File: config.mk
export PLATFORM = sky130hd
export DESIGN_NAME = tes_ctrl
export DESIGN_NICKNAME = d
export VERILOG_FILES = /design/src/hw/rtl/tes_pkg.sv /design/src/hw/rtl/tes_ctrl.sv
export SDC_FILE = /design/constraint.sdc
export NUM_CORES = 1
export LEC_CHECK = 0
export BUFFER_PORTS_ARGS = -buffer_cell sky130_fd_sc_hd__buf_2
export CAP_MARGIN = 20
export CORE_AREA = 2 2 39 41
export CTS_BUF_LIST = sky130_fd_sc_hd__clkbuf_16
export CTS_CLUSTER_SIZE = 24
export DETAILED_ROUTE_END_ITERATION = 16
export DIE_AREA = 0 0 41 43
export HOLD_SLACK_MARGIN = 0.12
export SLEW_MARGIN = 5
export SYNTH_ARGS = -nofsm -noshare
export SYNTH_HDL_FRONTEND = slang
export SYNTH_SLANG_ARGS = --single-unit
File: constraint.sdc
create_clock -name clk -period 1.5 [get_ports clk]
set_input_delay 0.15 -clock clk [delete_from_list [all_inputs] [get_ports clk]]
set_output_delay 0.15 -clock clk [all_outputs]
set_load 0.01 [all_outputs]
File: src/hw/rtl/tes_pkg.sv
// Shared types and codes for the triangle edge set builder.
// Request and result payloads, status codes, controller/datapath links.
// No dependencies.
package tes_pkg;

  localparam int VTX_W    = 16;
  localparam int SLOT_W   = 8;
  localparam int HELD_W   = 9;
  localparam int STATUS_W = 3;

  typedef enum logic [STATUS_W-1:0] {
    ST_NEW     = 3'd0,
    ST_PRESENT = 3'd1,
    ST_FULL    = 3'd2,
    ST_DEGEN   = 3'd3,
    ST_CLEARED = 3'd4
  } tes_status_t;

  typedef struct packed {
    logic             action;
    logic [VTX_W-1:0] vertex_a;
    logic [VTX_W-1:0] vertex_b;
    logic [VTX_W-1:0] vertex_c;
  } tes_req_t;

  typedef struct packed {
    tes_status_t       status;
    logic [VTX_W-1:0]  edge_low;
    logic [VTX_W-1:0]  edge_high;
    logic [SLOT_W-1:0] slot;
    logic [HELD_W-1:0] edges_held;
    logic              last;
  } tes_res_t;

  // Commands from the controller to the datapath.
  typedef struct packed {
    logic        load;
    logic        scan_step;
    logic        next_edge;
    logic        emit;
    tes_status_t emit_code;
  } tes_cmd_t;

  // Status from the datapath to the controller.
  typedef struct packed {
    logic degen;
    logic hit;
    logic exhausted;
    logic full;
    logic last_edge;
  } tes_stat_t;

endpackage

File: src/hw/rtl/tes_ctrl.sv
// Controller state machine of the triangle edge set builder.
// Depends on tes_pkg for the command and status structs.
module tes_ctrl (
  input  logic              clk,
  input  logic              rst_n,
  input  logic              start,
  input  logic              action,
  input  tes_pkg::tes_stat_t stat,
  output tes_pkg::tes_cmd_t  cmd,
  output logic              busy
);

  typedef enum logic [2:0] {
    S_IDLE  = 3'b001,
    S_CHECK = 3'b010,
    S_SCAN  = 3'b100
  } state_t;

  state_t state_r, state_nxt;

  always_ff @(posedge clk) begin
    if (!rst_n) begin
      state_r <= S_IDLE;
    end else begin
      state_r <= state_nxt;
    end
  end

  always_comb begin
    state_nxt     = state_r;
    cmd           = '0;
    cmd.emit_code = tes_pkg::ST_NEW;
    case (state_r)
      S_IDLE: begin
        if (start) begin
          if (action) begin
            cmd.emit      = 1'b1;
            cmd.emit_code = tes_pkg::ST_CLEARED;
          end else begin
            cmd.load  = 1'b1;
            state_nxt = S_CHECK;
          end
        end
      end
      S_CHECK: begin
        if (stat.degen) begin
          cmd.emit      = 1'b1;
          cmd.emit_code = tes_pkg::ST_DEGEN;
          state_nxt     = S_IDLE;
        end else begin
          state_nxt = S_SCAN;
        end
      end
      S_SCAN: begin
        if (stat.hit || stat.exhausted) begin
          cmd.emit = 1'b1;
          if (stat.hit) begin
            cmd.emit_code = tes_pkg::ST_PRESENT;
          end else if (stat.full) begin
            cmd.emit_code = tes_pkg::ST_FULL;
          end else begin
            cmd.emit_code = tes_pkg::ST_NEW;
          end
          // advance to the next edge, or finish after the third
          if (stat.last_edge) begin
            state_nxt = S_IDLE;
          end else begin
            cmd.next_edge = 1'b1;
          end
        end else begin
          cmd.scan_step = 1'b1;
        end
      end
      default: begin
        state_nxt = S_IDLE;
      end
    endcase
  end

  assign busy = (state_r != S_IDLE);

endmodule

---- Word level (Yosys, flattened, before mapping) ----
Index checks and enable logic that the tools add are counted.
storage, ports and cells
  flip-flop bits (word level) ............. 3
  output and inout bits ................... 8
cells by class
  eq/ne operators ......................... 8
  mux-type cells .......................... 19
  reduce and logical (&&, ||, !) cells .... 2
operators by type and width
  cell                count
  $mux 3              5
  $mux 4              3
  $pmux 4 s3          1
  $pmux 3 s3          1
  $ne 2x2->1 const B  4
  $mux 2              3
  $mux 1              5
  $mux 5              1
  $reduce_and 4->1    1
  $eq 3x1->1 const B  1
  $eq 3x2->1 const B  1
  $eq 3x3->1 const B  1
  $ne 3x1->1 const B  1
  $logic_or 1x1->1    1

---- Depth between registers and ports, before layout ----
  depth in word-level cells ............... 4
  gate-level depth with buffers ........... 4

---- Least setup slack after synthesis ----
Ideal clock, no wire load.
  path type ............................... register to output
  start ................................... reg state_r[0]
  end ..................................... out cmd[3] in the netlist's numbering
  arrival ................................. 1.152 ns
  required time ........................... 1.350 ns
  setup slack ............................. 0.198 ns
  stages on the path, launching flop included .. 4
  path buffers ............................ 1
  cells stage by stage .................... dfxtp_1 or3b_1 buf_6 o22ai_1
RTL lines
  item                      RTL line        source
  start: declaration        tes_ctrl.sv:19  state_t state_r, state_nxt;
  start signal: assignment  tes_ctrl.sv:25  state_r <= state_nxt;
  end: declaration          tes_ctrl.sv:9   output tes_pkg::tes_cmd_t cmd,

==> results by group <==
CTS
  • H-Tree Level Count: 1
  • Worst-path clk slew: 0.03 ns
  • Total CTS buffers: 3
  • Resized Gates After CTS: 1
  • CTS tree: yes
  • Postcts setup bufs: 0
  • CTS Sinks: 3
  • CTS Hold Bufs: 0
  • Clk_lat worst skew: around 0.22 ns
  • Root Driver: clkbuf_16
  • Clock buffer depth: 2

Power
  • Power per cell area: about 1300 mW/mm^2
  • Max VDD drop: 617.4 uV
  • Leakage: 0.1972 nW

Final layout
  • Antenna cells: 0
  • Final Net Count: 59
  • Largest Register: state_r
  • Layout cells sized above 1: 51.02%
  • Number of flip-flops in the largest register: 3
  • Area Growth Syn to Fin: 76.29%
  • Most common cell after layout, fill and taps aside: buf_2
  • Biggest regs: state_r x3
  • Most frequent cells in the layout: buf_2 (16), a21oi_1 (3), clkbuf_16 (3), dfxtp_1 (3)

Worst setup path
  • Worst Setup Path Type: register to output pin
  • Critical path depth: 3
  • Slowest stage delay, CP: roughly 0.43 ns
  • Worst-path fanout max: 5
  • Worst EP arrival: around 1.3 ns
  • Slowest library cell on the worst path: or3b_4
  • Reg2reg setup slack: between 0.2 and 0.3 ns
  • Crit Reg-Reg Startpoint: state_r[2]
  • Crit path launch: state_r[2]
  • Critical Path End Type: output pin
  • Bufs and invs on worst path: 1
  • Worst reg2reg path depth: 4
  • Critical Path End: cmd[3]
  • Critical Path Start Type: register
  • Worst reg2reg endpoint: state_r[2]
  • Crit path max-delay family: simple AND/OR/NAND/NOR gates
  • Cell Chain, Critical Path: or3b_4, o22ai_1, buf_2
  • CP required: 1.35 ns

Timing
  • Slew Limit Fails: 0
  • Fmax: a little under 700 MHz
  • Rel. slew slack: between 80% and 90%
  • Worst slew pin tran: just under 0.2 ns
  • Setup violators final: 0
  • Total Neg Setup Slack: 0 ns
  • Final worst setup slack: about 0.061 ns
  • Part of the cycle the worst path needs: a little over nine tenths
  • Final hold viol count: 0
  • Min Tclk post-route: approximately 1.4 ns
  • Fin Clk Skew: around 0.00026 ns
  • RSZ-0062 raised after global routing: no

Status
  • Outcome: complete, no violations

Floorplanning
  • Die X: 41 um
  • I/O Pins: 17
  • Core area: 0.001384 sq mm
  • Die height: 43 um
  • Die area: roughly 0.0018 sq mm
  • Initial Util: between 10% and 20%
  • Cell row count: 14

Yosys
  • YS warnings: 0
  • Seq/Total Area, Yosys: approximately a quarter
  • Avg Cell Area, Syn: 8.669 sq um
  • Post-Syn Area: approximately 240 sq um
  • Syn nets: 37
  • Synth Register Bits: 3
  • Cells after Synth: 28
  • Synth unique cells: 20

Global route
  • Vias in the first global route: ~240
  • First-pass GRT wire length: 959 um
  • Initial antenna violation count: 0
  • Largest net degree at the start of global routing: 7
  • Grt ovf: 0
  • Overall Global Routing Usage: under 10%

Route
  • Initial DRC Count: 7
  • Via count: ~280
  • Via density: approximately 4.3
  • Wire per inst: about 9.2 um
  • Antenna viol nets, final: 0
  • DR DRC count: 0
  • Final wirelength: between 600 and 700 um
  • TritonRoute pass-1 iters: 4

Hold path
  • Hold Path Class: primary input to register

Job
  • Max-Cap Viols: 0

Placement
  • Pre-CTS setup slack: 0.2288 ns
  • Post-detail-place hpwl: between 400 and 500 um
  • Port Buf Inserts: 16
  • Placer Congestion: roughly 0.66
-- stage by stage --
step | cells | utilization, % | area (sq um) | hold slack, ns | total power [mW]
after floorplan | 28 | - | 242.7 | 0.2687 | 0.1322
after global placement | 61 | 25.05 | 346.6 | 0.4085 | 0.1611
after detailed placement | 61 | 25.05 | 346.6 | 0.4130 | 0.1609
after CTS | 65 | 30.92 | 427.9 | 0.1826 | 0.5823
after global routing | 65 | 30.92 | 427.9 | 0.1963 | 0.5988
final | 65 | 30.92 | 427.9 | 0.1834 | 0.5721
-- cell usage after synthesis --
cell | n | area (sq um)
o21a_1 | 1 | 7.510
buf_6 | 1 | 11.26
a31o_1 | 1 | 8.760
nand2b_1 | 1 | 6.260
o22ai_1 | 1 | 6.260
nand3b_1 | 2 | 15.01
o21ai_0 | 1 | 5.000
a21oi_1 | 3 | 15.01
and2_1 | 1 | 6.260
or3b_1 | 1 | 8.760
nand2_1 | 2 | 7.510
o21ai_4 | 1 | 16.27
nor2_1 | 2 | 7.510
nor2b_4 | 1 | 13.76
or4b_1 | 1 | 10.01
nand4b_1 | 1 | 8.760
nor4_1 | 2 | 12.51
and2b_1 | 1 | 7.510
dfxtp_1 | 3 | 60.06
and2b_2 | 1 | 8.760
-- power breakdown --
| part | switching, mW | internal (mW) | leakage, nW |
|---|---|---|---|
| Combinational | 0.0354 | 0.0395 | 0.130 |
| Sequential | 0.00270 | 0.0844 | 0.0245 |
| Clock | 0.0670 | 0.343 | 0.0423 |
| Total | 0.105 | 0.467 | 0.197 |
-- area by class of cell --
cell class / count / area, sq um
Fill cell: 153 / 955.9
Multi-Input combinational cell: 24 / 173.9
Timing Repair Buffer: 18 / 95.09
Clock buffer: 3 / 75.07
Sequential cell: 3 / 60.06
Tap cell: 16 / 20.02
Clock inverter: 1 / 3.754
-- how the worst min path moves through the flow --
stage                     slack (ns)  startpoint    endpoint  cells after the start
after floorplan                 0.27       rst_n  state_r[2]                      2
after global placement          0.41       rst_n  state_r[2]                      3
after detailed placement        0.41       rst_n  state_r[2]                      3
after CTS                       0.18       rst_n  state_r[2]                      3
after global routing            0.20       rst_n  state_r[1]                      2
final                           0.18       rst_n  state_r[2]                      3
-- metal layers --
metal / wire [um] / vias up / GRT usage [%]
li1: - / 146 / -
met4: 0 / 0 / 8.000
met5: 0 / - / 0
met1: 267 / 118 / 9.936
met3: 63 / 0 / 3.141
met2: 271 / 14 / 10.94
-- tightest hold or removal path: cells and delay by family --
family          cells  cell delay [ns]
compound gates      2             0.08
buf+inv             1             0.12
-- cells by family (layout without fill, tap and decap cells) --
logic type	after synthesis	in the layout	share of synthesized area, %
and+or+nand+nor	16	16	46.40
AOI/OAI and AO/OA	8	8	24.23
DFF	3	3	24.74
buffers and inverters	1	22	4.639
Power figures use the tool's default switching activity.
